File: src/hw/rtl/pcbm_pkg.sv
// shared types, field widths and the tile size table of the paged circular buffer manager
`timescale 1ns / 1ps
`default_nettype none

package pcbm_pkg;

    // input field widths
    localparam int CMD_W     = 4;
    localparam int IDX_IN_W  = 5;
    localparam int PAGE_W    = 16;
    localparam int ADDR_IN_W = 17;
    localparam int TOTAL_W   = 16;
    localparam int BPTR_W    = 21;
    localparam int FMT_W     = 3;

    // output field widths
    localparam int TILE_IDX_W = 16;
    localparam int TSZ_W      = 9;
    localparam int TBYTES_W   = 13;
    localparam int CNT_W      = 32;

    localparam int S_TDATA_W = 112;
    localparam int S_TUSER_W = 4;
    localparam int M_TDATA_W = 80;

    localparam logic [TSZ_W-1:0] TILE_WORDS_RESET = TSZ_W'(4096 >> 4);

    typedef enum logic [CMD_W-1:0] {
        CMD_SETUP      = 4'd0,
        CMD_SET_FORMAT = 4'd1,
        CMD_PUSH       = 4'd2,
        CMD_POP        = 4'd3,
        CMD_RESERVE_Q  = 4'd4,
        CMD_WAIT_Q     = 4'd5,
        CMD_SET_WR_PTR = 4'd6,
        CMD_SET_RD_PTR = 4'd7,
        CMD_INCR_TILE  = 4'd8
    } t_cmd;

    typedef enum logic [FMT_W-1:0] {
        FMT_HALF    = 3'd0,
        FMT_BFP8    = 3'd1,
        FMT_FLOAT32 = 3'd2,
        FMT_BFP4    = 3'd3,
        FMT_BFP2    = 3'd4
    } t_fmt;

    // controller to datapath commands
    typedef struct packed {
        logic load;    // capture an accepted beat and start the entry read
        logic step;    // entry read is back: latch it and form the pointer step
        logic commit;  // write back the entry and load the result register
    } t_dp_ctl;

    // tile size in 16-byte words; unknown codes take the bfp8 size
    function automatic logic [TSZ_W-1:0] tile_words(input logic [FMT_W-1:0] fmt);
        logic [TSZ_W-1:0] words;
        unique case (fmt)
            FMT_HALF:    words = TSZ_W'(2048 >> 4);
            FMT_FLOAT32: words = TSZ_W'(4096 >> 4);
            FMT_BFP4:    words = TSZ_W'((512 >> 4) + (64 >> 4));
            FMT_BFP2:    words = TSZ_W'((256 >> 4) + (64 >> 4));
            default:     words = TSZ_W'((1024 >> 4) + (64 >> 4));
        endcase
        return words;
    endfunction

endpackage

`default_nettype wire

File: src/hw/rtl/pcbm_ctrl.sv
// controller: beat handshakes and the read, step, write-back sequence
`timescale 1ns / 1ps
`default_nettype none

module pcbm_ctrl
    import pcbm_pkg::*;
(
    input  wire logic i_clk,
    input  wire logic i_rst_n,
    input  wire logic i_s_valid,
    output logic      o_s_ready,
    output logic      o_m_valid,
    input  wire logic i_m_ready,
    output t_dp_ctl   o_ctl
);

    typedef enum logic [1:0] {
        S_IDLE,
        S_MUL,
        S_UPD
    } t_state;

    t_state r_state;
    logic   r_ready;
    logic   r_out_valid;
    logic   w_accept;
    logic   w_commit;

    assign w_accept = i_s_valid && r_ready;
    // the result register is free if empty or being drained this cycle
    assign w_commit = (r_state == S_UPD) && (!r_out_valid || i_m_ready);

    always_ff @(posedge i_clk) begin
        if (!i_rst_n) begin
            r_state     <= S_IDLE;
            r_ready     <= 1'b1;
            r_out_valid <= 1'b0;
        end else begin
            unique case (r_state)
                S_IDLE: begin
                    if (w_accept) begin
                        r_state <= S_MUL;
                        r_ready <= 1'b0;
                    end
                end
                S_MUL: begin
                    r_state <= S_UPD;
                end
                S_UPD: begin
                    if (w_commit) begin
                        r_state <= S_IDLE;
                        r_ready <= 1'b1;
                    end
                end
                default: begin
                    r_state <= S_IDLE;
                    r_ready <= 1'b1;
                end
            endcase
            if (w_commit) begin
                r_out_valid <= 1'b1;
            end else if (i_m_ready) begin
                r_out_valid <= 1'b0;
            end
        end
    end

    assign o_s_ready     = r_ready;
    assign o_m_valid     = r_out_valid;
    assign o_ctl.load    = w_accept;
    assign o_ctl.step    = (r_state == S_MUL);
    assign o_ctl.commit  = w_commit;

    a_ready_only_idle: assert property (@(posedge i_clk) disable iff (!i_rst_n)
        r_ready |-> r_state == S_IDLE)
        else $error("input ready while a command is in flight");

    a_accept_starts: assert property (@(posedge i_clk) disable iff (!i_rst_n)
        w_accept |=> r_state == S_MUL && !r_ready)
        else $error("accepted beat did not start the sequence");

    a_mul_to_upd: assert property (@(posedge i_clk) disable iff (!i_rst_n)
        r_state == S_MUL |=> r_state == S_UPD)
        else $error("step stage not followed by write-back");

    a_commit_shows: assert property (@(posedge i_clk) disable iff (!i_rst_n)
        w_commit |=> r_out_valid && r_ready)
        else $error("write-back did not present a result");

endmodule

`default_nettype wire

File: config.mk
export PLATFORM = sky130hd
export DESIGN_NAME = pcbm_ctrl
export DESIGN_NICKNAME = d
export VERILOG_FILES = /design/src/hw/rtl/pcbm_pkg.sv /design/src/hw/rtl/pcbm_ctrl.sv
export SDC_FILE = /design/constraint.sdc
export NUM_CORES = 1
export LEC_CHECK = 0
export BUFFER_PORTS_ARGS = -buffer_cell sky130_fd_sc_hd__buf_2
export CORE_AREA = 5 5 42 44
export DETAILED_ROUTE_END_ITERATION = 6
export DIE_AREA = 0 0 47 49
export PLACE_DENSITY = 0.3
export SYNTH_ARGS = -nofsm -noshare
export SYNTH_HDL_FRONTEND = slang
export SYNTH_SLANG_ARGS = --single-unit
export TNS_END_PERCENT = 20
File: constraint.sdc
create_clock -name i_clk -period 0.9 [get_ports i_clk]
set_clock_uncertainty 0.05 [all_clocks]
set_input_delay 0.225 -clock i_clk [delete_from_list [all_inputs] [get_ports i_clk]]
set_output_delay 0.225 -clock i_clk [all_outputs]
set_load 0.01 [all_outputs]
Word-level counts from Yosys, hierarchy flattened
Index checks and enable logic that the tools add are counted.

Memories: 0. Bits of input ports: 4. ROM bits: 0. Bits in writable memories: 0. Output and inout bits: 5. Register bits after elaboration: 4. Bits in latches: 0.

Bitwise logic cells: 1. Divide/modulo/power cells: 0. Magnitude comparators: 0. Eq/ne operators: 4. $mul: 0. Add/sub/neg operators: 0. Reductions and logical operators: 8. Muxes and demuxes: 8. Shifts and indexed selects: 0.

Operators with widths (count): $pmux 2 s3 (1); $mux 1 (4); $mux 2 (2); $ne 2x2->1 const B (2); $pmux 1 s3 (1); $reduce_and 3->1 (1); $eq 2x1->1 const B (1); $eq 2x2->1 const B (1); $logic_and 1x1->1 (2); $logic_not 2->1 (1); $reduce_and 2->1 (1); $reduce_bool 2->1 (1); $logic_not 1->1 (1); $logic_or 1x1->1 (1); $not 1->1 (1).

Logic depth before layout (Yosys ltp)
Gate-level depths: netlist of the first run.

Depth in word-level cells: 5. Depth in mapped cells: 3. Gate-level depth less buffers: 3.

Least setup slack after synthesis of the first run
OpenSTA, ideal clock, no wires.

Kind: reg2out. Start: register r_out_valid, in the netlist o_m_valid. End: output o_ctl[0] (netlist name). Path buffers: 1. Stages on the path, launching flop included: 4. Data required time: 0.625 ns. Arrival: 0.718 ns. Slack: -0.093 ns. Cells stage by stage: dfxtp_1 > nand2b_1 > nor2b_1 > buf_4.

Cells in the longest elaborated chain, start to end: 3.

RTL lines: start: declaration (line pcbm_ctrl.sv:25) `logic r_out_valid;`; start signal: assignment (line pcbm_ctrl.sv:37) `r_out_valid <= 1'b0;`; start signal: assignment (line pcbm_ctrl.sv:61) `r_out_valid <= 1'b1;`; start signal: assignment (line pcbm_ctrl.sv:63) `r_out_valid <= 1'b0;`; $logic_not 1->1 (line pcbm_ctrl.sv:31) `assign w_commit = (r_state == S_UPD) && (!r_out_valid || i_m_ready);`; $logic_or 1x1->1 (line pcbm_ctrl.sv:31); $logic_and 1x1->1 (line pcbm_ctrl.sv:31); end: declaration (line pcbm_ctrl.sv:14) `output t_dp_ctl o_ctl`.

No other way between the ends.

==> flow_metrics.env, run 1 <==
export IMPL_status="complete, but fails checks"
export IMPL_violations="negative setup slack"
export IMPL_netSwitchingFraction=0.2286
export IMPL_grt_pass1_vias=184
export IMPL_cap_viol_max_count=0
export IMPL_slew_headroom=0.9197
export IMPL_drv_slew=0
export IMPL_grt_pass1_wl_um=765
export IMPL_antenna_found_initial=0
export IMPL_place_hpwl_um=338.1
export IMPL_area_delta_synth_final_pct=91.61
export IMPL_num_vias=188
export IMPL_h_tree_depth=1
export IMPL_grt_max_degree=5
export IMPL_die_h_um=49
export IMPL_cts_tree="built"
export IMPL_antenna_cells=0
export IMPL_core_area_um2=1401
export IMPL_r2r_start="o_m_valid$_SDFFE_PN0P_"
export IMPL_hold_class="in -> reg"
export IMPL_cts_hold_fix_buffers=0
export IMPL_syn_avg_cell_area_um2=8.946
export IMPL_yosysUniqueCellTypes=13
export IMPL_cp_start_kind="register"
export IMPL_globalRouteTotalUtil=0.04863
export IMPL_fin_area_um2=342.8
export IMPL_synth_seq_cells=4
export IMPL_row_count=14
export IMPL_comb_power_share=0.181
export IMPL_hold_end="o_s_ready$_SDFFE_PN1P_"
export IMPL_cts_buffers=3
export IMPL_ff2ff_setup_slack_ns=-0.09
export IMPL_final_layout_size_suffix_gt1_frac=0.7647
export IMPL_clockBufferDepth=2
export IMPL_fin_nets=40
export IMPL_layout_min_cycle_time_ns=1.184
export IMPL_drtAntennaViolNets=0
export IMPL_ys_seq_area_frac=0.4476
export IMPL_path_clk_slew_ns=0.04
export IMPL_yosysWarnings=0
export IMPL_rsz0062_at_grt="true"
export IMPL_vdd_drop_max_v=0.0006198
export IMPL_setup_viol=7
export IMPL_setup_worst_path_class="reg -> out"
export IMPL_num_io_pins=9
export IMPL_reg2reg_to="o_s_ready$_SDFFE_PN1P_"
export IMPL_synthesis_nets=24
export IMPL_ff2ff_path_depth=5
export IMPL_route_detailed_drc=0
export IMPL_gr_total_overflow=0
export IMPL_crit_fanout=3
export IMPL_wl_um=480
export IMPL_critPathArrivalTime_ns=0.91
export IMPL_hold_ws_ns=0.1602
export IMPL_clock_sinks=4
export IMPL_seqPwrFrac=0.391
export IMPL_fin_setup_tns_ns=-0.9778
export IMPL_max_freq_ghz=0.8445
export IMPL_leakagePower_nw=0.1570
export IMPL_start_util=0.1277
export IMPL_via_per_inst=3.760
export IMPL_wl_per_cell_um=9.600
export IMPL_drt_pass1_iter_count=2
export IMPL_p_clk_frac=0.428
export IMPL_p_sw_w=0.0001182
export IMPL_required_ns=0.62
export IMPL_dieArea_um2=2303
export IMPL_hold_violations=0
export IMPL_cts_root_buffer="clkbuf_4"
export IMPL_dr_first_iter_drc_count=1
export IMPL_syn_area_um2=178.9
export IMPL_min_delay_start="i_rst_n"
export IMPL_fillCellCount=159
export IMPL_routabilityCongestion=0.6740
export IMPL_fin_crit_sh=1.316
export IMPL_fin_ws_ns=-0.2841
export IMPL_place_area_um2=245.2
export IMPL_power_internal_w=0.0003988
export IMPL_die_w_um=47
export IMPL_worst_pin_slew_ns=0.1198
export IMPL_synth_cells=20
export IMPL_worstHoldPathCells=2
export IMPL_io_buffer_count=8
export IMPL_worstSkewPairLatency_ns=0.23
export IMPL_critical_path_endpoint_type="primary output"
export IMPL_powerDensity_nw_per_um2=1508
-- worst max path at each step --
| stage | startpoint | endpoint | slack [ns] |
|---|---|---|---|
| after floorplan | o_m_valid$_SDFFE_PN0P_ | o_ctl[0] | -0.06 |
| after global placement | i_m_ready | o_ctl[0] | -0.08 |
| after detailed placement | r_state[0]$_SDFFE_PN0P_ | o_ctl[0] | -0.09 |
| after CTS | r_state[0]$_SDFFE_PN0P_ | o_ctl[0] | -0.31 |
| after global routing | o_m_valid$_SDFFE_PN0P_ | o_ctl[0] | -0.33 |
| final | r_state[0]$_SDFFE_PN0P_ | o_ctl[0] | -0.28 |
-- cells in the final DEF (no fill, tap or decap) --
cell type  n
dfxtp_4    1
and3_1     1
nor2_1     2
a21boi_2   1
nor2b_4    1
nand2b_1   2
a21oi_1    1
buf_2      4
and2_4     1
o21a_1     1
clkbuf_4   3
o21ai_1    1
buf_6      4
dfxtp_2    3
nor2b_2    1
nor3_2     1
buf_4      5
nand2b_4   1
-- timing repair --
action                                  in CTS  in global routing
endpoints found under the setup margin       5                  7
cloned                                       0                  0
pin swaps                                    1                  1
setup buffers                                2                  1
gates resized for setup                      8                  6
-- per-stage QoR --
stage | power, W | std cells | setup WS, ns | utilization
after floorplan | 0.0002412 | 20 | -0.05586 | -
after global placement | 0.0002634 | 44 | -0.08474 | 0.1750
after detailed placement | 0.0002645 | 44 | -0.09029 | 0.1750
after CTS | 0.0005200 | 49 | -0.3072 | 0.2214
after global routing | 0.0005497 | 50 | -0.3328 | 0.2446
final | 0.0005169 | 50 | -0.2841 | 0.2446
-- power by group through the flow --
stage / sequential (W) / combinational [W] / clock, W
finish: 0.000202 / 0.0000936 / 0.000221
global route: 0.000203 / 0.000101 / 0.000245
CTS: 0.000202 / 0.0000856 / 0.000232
detailed placement: 0.000202 / 0.0000627 / 0
global placement: 0.000201 / 0.0000620 / 0
floorplan: 0.000203 / 0.0000379 / 0
-- layer usage --
layer,vias to the layer above,GRT usage,routed length [um]
met2,4,0.06561,263
met4,0,0.02765,0
met1,86,0.04846,183
li1,98,-,-
met3,0,0.04428,32
met5,-,0,0
-- state kept, by name, indices dropped and copies added, names as in the netlist --
signal,cells
o_s_ready,1
o_m_valid,1
r_state,2
-- cells in the mapped netlist --
master,n,area share
nand2b_1,2,0.070
buf_4,2,0.084
a21boi_1,1,0.042
o21ai_1,1,0.028
nor2_1,2,0.042
and2_1,1,0.035
dfxtp_1,4,0.45
nor3_1,1,0.028
nor2b_1,2,0.070
a21oi_1,1,0.028
and3_1,1,0.035
nand2b_2,1,0.049
o21a_1,1,0.042
-- final cells by class --
cell class | count | area [um2] | share of cell area
multi-input cells | 14 | 110.1 | 0.3212
repair buffers | 13 | 102.6 | 0.2993
flip-flops and latches | 4 | 87.58 | 0.2555
clock buffers | 3 | 22.52 | 0.06569
well taps | 16 | 20.02 | 0.05839
-- cell families (layout without fill, tap and decap cells) --
family	count (synthesis)	in the layout	synth area share
flops	4	4	0.4476
simple gates	10	10	0.3287
compound gates	4	4	0.1398
buf+inv	2	16	0.08389
-- worst max-delay path, cell delays in order (launching register included) --
cell      delay [ns]
dfxtp_2         0.32
nand2b_4        0.15
nor2b_4         0.11
buf_6           0.10
(Power assumes the default switching activity.)
==> run 2: changes to the inputs <==
--- a/config.mk
+++ b/config.mk
@@ -10,6 +10,7 @@
 export DETAILED_ROUTE_END_ITERATION = 6
 export DIE_AREA = 0 0 47 49
 export PLACE_DENSITY = 0.3
+export SKIP_LAST_GASP = 1
 export SYNTH_ARGS = -nofsm -noshare
 export SYNTH_HDL_FRONTEND = slang
 export SYNTH_SLANG_ARGS = --single-unit
==> run 2 against run 1 <==
Against the previous run:
- the flow still finishes with violations (negative setup slack)
- critical path type unchanged
- wire length down 2.3%
- sequential power about the same
- non-clock buffer count stayed put
- clock power barely moved
- sequential share of layout area up 3.1 points
- final cell count unchanged
- flip-flop and latch count unchanged
- combinational power is 23% lower
- first-iteration DRC count unchanged
- die area unchanged
==> flow_metrics.env, run 2 (synthesized netlist as in run 1, its figures left out) <==
export IMPL_post_place_cells=44
export IMPL_globalRouteTotalUtil=0.04722
export IMPL_grt_max_degree=5
export IMPL_clockBufferDepth=2
export IMPL_hold_violations=0
export IMPL_largest_register_ffs=2
export IMPL_final_cells=50
export IMPL_drt_pass1_iter_count=4
export IMPL_cap_viol_max_count=0
export IMPL_io_buffer_count=8
export IMPL_vdd_drop_max_v=0.0006130
export IMPL_fin_ws_ns=-0.3015
export IMPL_status="complete, but fails checks"
export IMPL_critPathArrivalTime_ns=0.93
export IMPL_start_util=0.1277
export IMPL_gr_total_overflow=0
export IMPL_top_register="r_state"
export IMPL_fin_setup_tns_ns=-1.103
export IMPL_dr_first_iter_drc_count=1
export IMPL_fin_total_pwr_w=0.0004929
export IMPL_setup_worst_path_class="reg -> out"
export IMPL_slew_headroom=0.9002
export IMPL_grt_pass1_wl_um=738
export IMPL_final_cell_mix="buf_2, buf_4, clkbuf_4, dfxtp_2"
export IMPL_cts_buffers=3
export IMPL_grt_pass1_vias=182
export IMPL_die_w_um=47
export IMPL_leakagePower_nw=0.1383
export IMPL_fin_nets=40
export IMPL_hold_class="in -> reg"
export IMPL_crit_fanout=3
export IMPL_core_area_um2=1401
export IMPL_routabilityCongestion=0.6740
export IMPL_fillCellCount=164
export IMPL_layout_area_seq_um2=83.83
export IMPL_num_io_pins=9
export IMPL_layout_commonest_cell="buf_2"
export IMPL_dieArea_um2=2303
export IMPL_num_vias=184
export IMPL_layout_min_cycle_time_ns=1.201
export IMPL_area_delta_synth_final_pct=63.64
export IMPL_multiInputGateArea_um2=88.84
export IMPL_antenna_cells=0
export IMPL_die_h_um=49
export IMPL_worstSkewPairLatency_ns=0.23
export IMPL_cts_root_buffer="clkbuf_4"
export IMPL_powerDensity_nw_per_um2=1684
export IMPL_max_freq_ghz=0.8323
export IMPL_place_hpwl_um=338.1
export IMPL_violations="negative setup slack"
export IMPL_h_tree_depth=1
export IMPL_cts_hold_fix_buffers=0
export IMPL_required_ns=0.62
export IMPL_critical_path_endpoint_type="primary output"
export IMPL_drtAntennaViolNets=0
export IMPL_route_detailed_drc=0
export IMPL_worst_pin_slew_ns=0.1485
export IMPL_cts_tree="built"
export IMPL_setup_viol=7
export IMPL_wl_um=469
export IMPL_clock_sinks=4
export IMPL_fin_crit_sh=1.335
export IMPL_row_count=14
export IMPL_path_clk_slew_ns=0.04
export IMPL_rsz0062_at_grt="true"
export IMPL_drv_slew=0
export IMPL_cp_start_kind="register"
export IMPL_via_per_inst=3.680
export IMPL_final_layout_size_suffix_gt1_frac=0.5882
export IMPL_antenna_found_initial=0
export IMPL_wl_per_cell_um=9.380
## run 2: cell counts in the layout (fill, tap and decap cells not counted)
No cell type changed its count.
## run 2: path summary, 6_finish.rpt
path | from | slack, ns | depth (start not counted) | endpoint
max reg2reg | o_m_valid$_SDFFE_PN0P_ | -0.11 | 5 | o_s_ready$_SDFFE_PN1P_
min reg2reg | o_s_ready$_SDFFE_PN1P_ | 0.51 | 2 | o_s_ready$_SDFFE_PN1P_
min | i_rst_n | 0.17 | 2 | o_s_ready$_SDFFE_PN1P_
max | r_state[0]$_SDFFE_PN0P_ | -0.30 | 3 | o_ctl[0]
## run 2: cell type report
type	instances	share of cell area
clock buffers	3	0.07692
flip-flops and latches	4	0.2863
repair buffers	13	0.2650
multi-input cells	14	0.3034
well taps	16	0.06838
## run 2: power by group
| part | internal [W] | switching [W] |
|---|---|---|
| Sequential | 0.000190 | 0.00000884 |
| Combinational | 0.0000407 | 0.0000311 |
| Clock | 0.000149 | 0.0000728 |
| Total | 0.000380 | 0.000113 |
## run 2: what timing repair did
item | 4_1_cts | 5_1_grt
setup buffers | 2 | 1
endpoints found under the setup margin | 5 | 7
gates resized for setup | 2 | 0
## run 2: worst max-delay path, stage by stage (launching register included)
cell and delay [ns]:
dfxtp_2 0.32, nand2b_4 0.14, nor2b_1 0.10, buf_2 0.13
## run 2: through the flow
step | hold slack, ns | setup slack (ns) | cell area, um2 | util
3_5_place_dp | 0.4004 | -0.09029 | 245.2 | 0.1750
3_3_place_gp | 0.4030 | -0.08474 | 245.2 | 0.1750
2_1_floorplan | 0.2550 | -0.05586 | 185.2 | -
5_1_grt | 0.1738 | -0.3465 | 292.8 | 0.2089
4_1_cts | 0.1531 | -0.3088 | 285.3 | 0.2036
6_report | 0.1682 | -0.3015 | 292.8 | 0.2089
## run 2: metal layers
layer,up-vias,track usage,part of all wire
met2,4,0.06109,0.52
met4,0,0.02765,0
met1,83,0.04846,0.40
met5,-,0,0
li1,97,-,-
met3,0,0.04428,0.081
==> run 3: changes to the inputs <==
==> constraint.sdc (replaced) <==
create_clock -name i_clk -period 1.1 [get_ports i_clk]
set_clock_uncertainty 0.05 [all_clocks]
set_input_delay 0.275 -clock i_clk [delete_from_list [all_inputs] [get_ports i_clk]]
set_output_delay 0.275 -clock i_clk [all_outputs]
set_load 0.01 [all_outputs]
==> run 3 against run 2 <==
Against the previous run:
- the run still ends with negative setup slack left
- sequential power down 19%
- highest routed layer is now met4
- sequential share of layout area up 0.44 points
- final cell count shrank 2.0%
- clock-buffer cell count is the same
- via count shrank 8.7%
- combinational power fell by 21%
- largest power group unchanged
- largest cell class unchanged
==> flow_metrics.env, run 3 (synthesized netlist as in run 1, its figures left out) <==
export IMPL_status="complete, but fails checks"
export IMPL_violations="negative setup slack"
export IMPL_gr_total_overflow=0
export IMPL_route_detailed_drc=0
export IMPL_setup_viol=3
export IMPL_row_count=14
export IMPL_drv_slew=0
export IMPL_drtAntennaViolNets=0
export IMPL_core_area_um2=1401
export IMPL_grt_pass1_vias=172
export IMPL_clock_sinks=4
export IMPL_place_area_um2=239.0
export IMPL_post_place_cells=44
export IMPL_fin_total_pwr_w=0.0004000
export IMPL_wl_um=413
export IMPL_fin_ws_ns=-0.1329
export IMPL_powerDensity_nw_per_um2=1408
export IMPL_grt_pass1_wl_um=690
export IMPL_fin_crit_sh=1.121
export IMPL_fin_setup_tns_ns=-0.2985
export IMPL_dr_first_iter_drc_count=2
export IMPL_h_tree_depth=1
export IMPL_required_ns=0.77
export IMPL_slew_headroom=0.8989
export IMPL_start_util=0.1277
export IMPL_leakagePower_nw=0.1325
export IMPL_io_buffer_count=8
export IMPL_routabilityCongestion=0.6825
export IMPL_cts_root_buffer="clkbuf_4"
export IMPL_post_place_ws_ns=0.01021
export IMPL_worst_pin_slew_ns=0.1504
export IMPL_vdd_drop_max_v=0.0003645
export IMPL_top_register="r_state"
export IMPL_worstSkewPairLatency_ns=0.23
export IMPL_layout_commonest_cell="buf_2"
export IMPL_grt_max_degree=5
export IMPL_drt_pass1_iter_count=2
export IMPL_path_clk_slew_ns=0.04
export IMPL_fin_nets=39
export IMPL_rsz0062_at_grt="true"
export IMPL_critPathArrivalTime_ns=0.91
export IMPL_largest_register_ffs=2
export IMPL_final_layout_size_suffix_gt1_frac=0.5455
export IMPL_layout_min_cycle_time_ns=1.233
export IMPL_die_w_um=47
export IMPL_cp_start_kind="register"
export IMPL_die_h_um=49
export IMPL_final_cell_mix="buf_2, buf_4, clkbuf_4"
export IMPL_hold_class="in -> reg"
export IMPL_fin_area_um2=284.0
export IMPL_crit_fanout=3
export IMPL_place_hpwl_um=331
export IMPL_setup_worst_path_class="reg -> out"
export IMPL_wl_per_cell_um=8.429
export IMPL_cts_buffers=3
export IMPL_final_cells=49
export IMPL_num_io_pins=9
export IMPL_cts_tree="built"
export IMPL_cap_viol_max_count=0
export IMPL_num_vias=168
export IMPL_via_per_inst=3.429
export IMPL_area_delta_synth_final_pct=58.74
export IMPL_critical_path_endpoint_type="primary output"
export IMPL_cp_slowest_cell="dfxtp_2"
export IMPL_globalRouteTotalUtil=0.04785
export IMPL_cpPeakStageDelay_ns=0.31
export IMPL_dieArea_um2=2303
export IMPL_antenna_cells=0
export IMPL_max_freq_ghz=0.8111
export IMPL_worstPathCellList="nand2b_4 > nor2b_1 > buf_2"
export IMPL_antenna_found_initial=0
export IMPL_cts_hold_fix_buffers=0
export IMPL_clockBufferDepth=2
export IMPL_hold_violations=0
==> run 3: cell count changes in the layout (fill, tap and decap cells not counted) <==
cell | before | now
buf_4 | 5 | 4
dfxtp_2 | 3 | 2
dfxtp_1 | 1 | 2
==> run 3: timing repair <==
item / 4_1_cts / 5_1_grt
endpoints found under the setup margin: 3 / 3
resized for setup: 3 / 0
buffers inserted: 1 / 1
==> run 3: final cells by class <==
type / count / area [um2]
multi-input combinational: 14 / 88.84
fill: 172 / 1117
timing repair buffer: 12 / 70.07
clock buffer: 3 / 22.52
sequential: 4 / 82.58
tap: 16 / 20.02
==> run 3: per-stage QoR <==
step / utilization / hold slack [ns]
global route: 0.2027 / 0.2146
finish: 0.2027 / 0.2177
floorplan: - / 0.3050
global placement: 0.1705 / 0.4476
detailed placement: 0.1705 / 0.4565
CTS: 0.1973 / 0.2098
==> run 3: worst max-delay path, delay by kind of cell (launching register included) <==
family,cells,cell delay [ns]
simple gates,2,0.23
flops,1,0.31
buf+inv,1,0.13
==> run 3: final timing paths <==
check	startpoint	end	slack (ns)	depth (start not counted)
worst min register to register	o_s_ready$_SDFFE_PN1P_	o_s_ready$_SDFFE_PN1P_	0.51	2
worst max register to register	r_state[0]$_SDFFE_PN0P_	r_state[1]$_SDFFE_PN0P_	0.12	5
worst min-delay path	i_rst_n	o_s_ready$_SDFFE_PN1P_	0.22	2
worst max-delay path	r_state[0]$_SDFFE_PN0P_	o_ctl[0]	-0.13	3
==> run 3: per-layer routing <==
| layer | track usage | vias up | share of wire |
|---|---|---|---|
| met5 | 0 | - | 0 |
| met4 | 0.05530 | 0 | 0.036 |
| met3 | 0.03321 | 2 | 0.063 |
| met2 | 0.06335 | 4 | 0.55 |
| met1 | 0.04167 | 71 | 0.35 |
| li1 | - | 91 | - |
==> run 3: report_power, final <==
group	switching (W)	internal (W)	total, W
sequential	0.00000663	0.000155	0.000162
clock	0.0000591	0.000122	0.000181
combinational	0.0000244	0.0000325	0.0000568
total	0.0000901	0.000310	0.000400
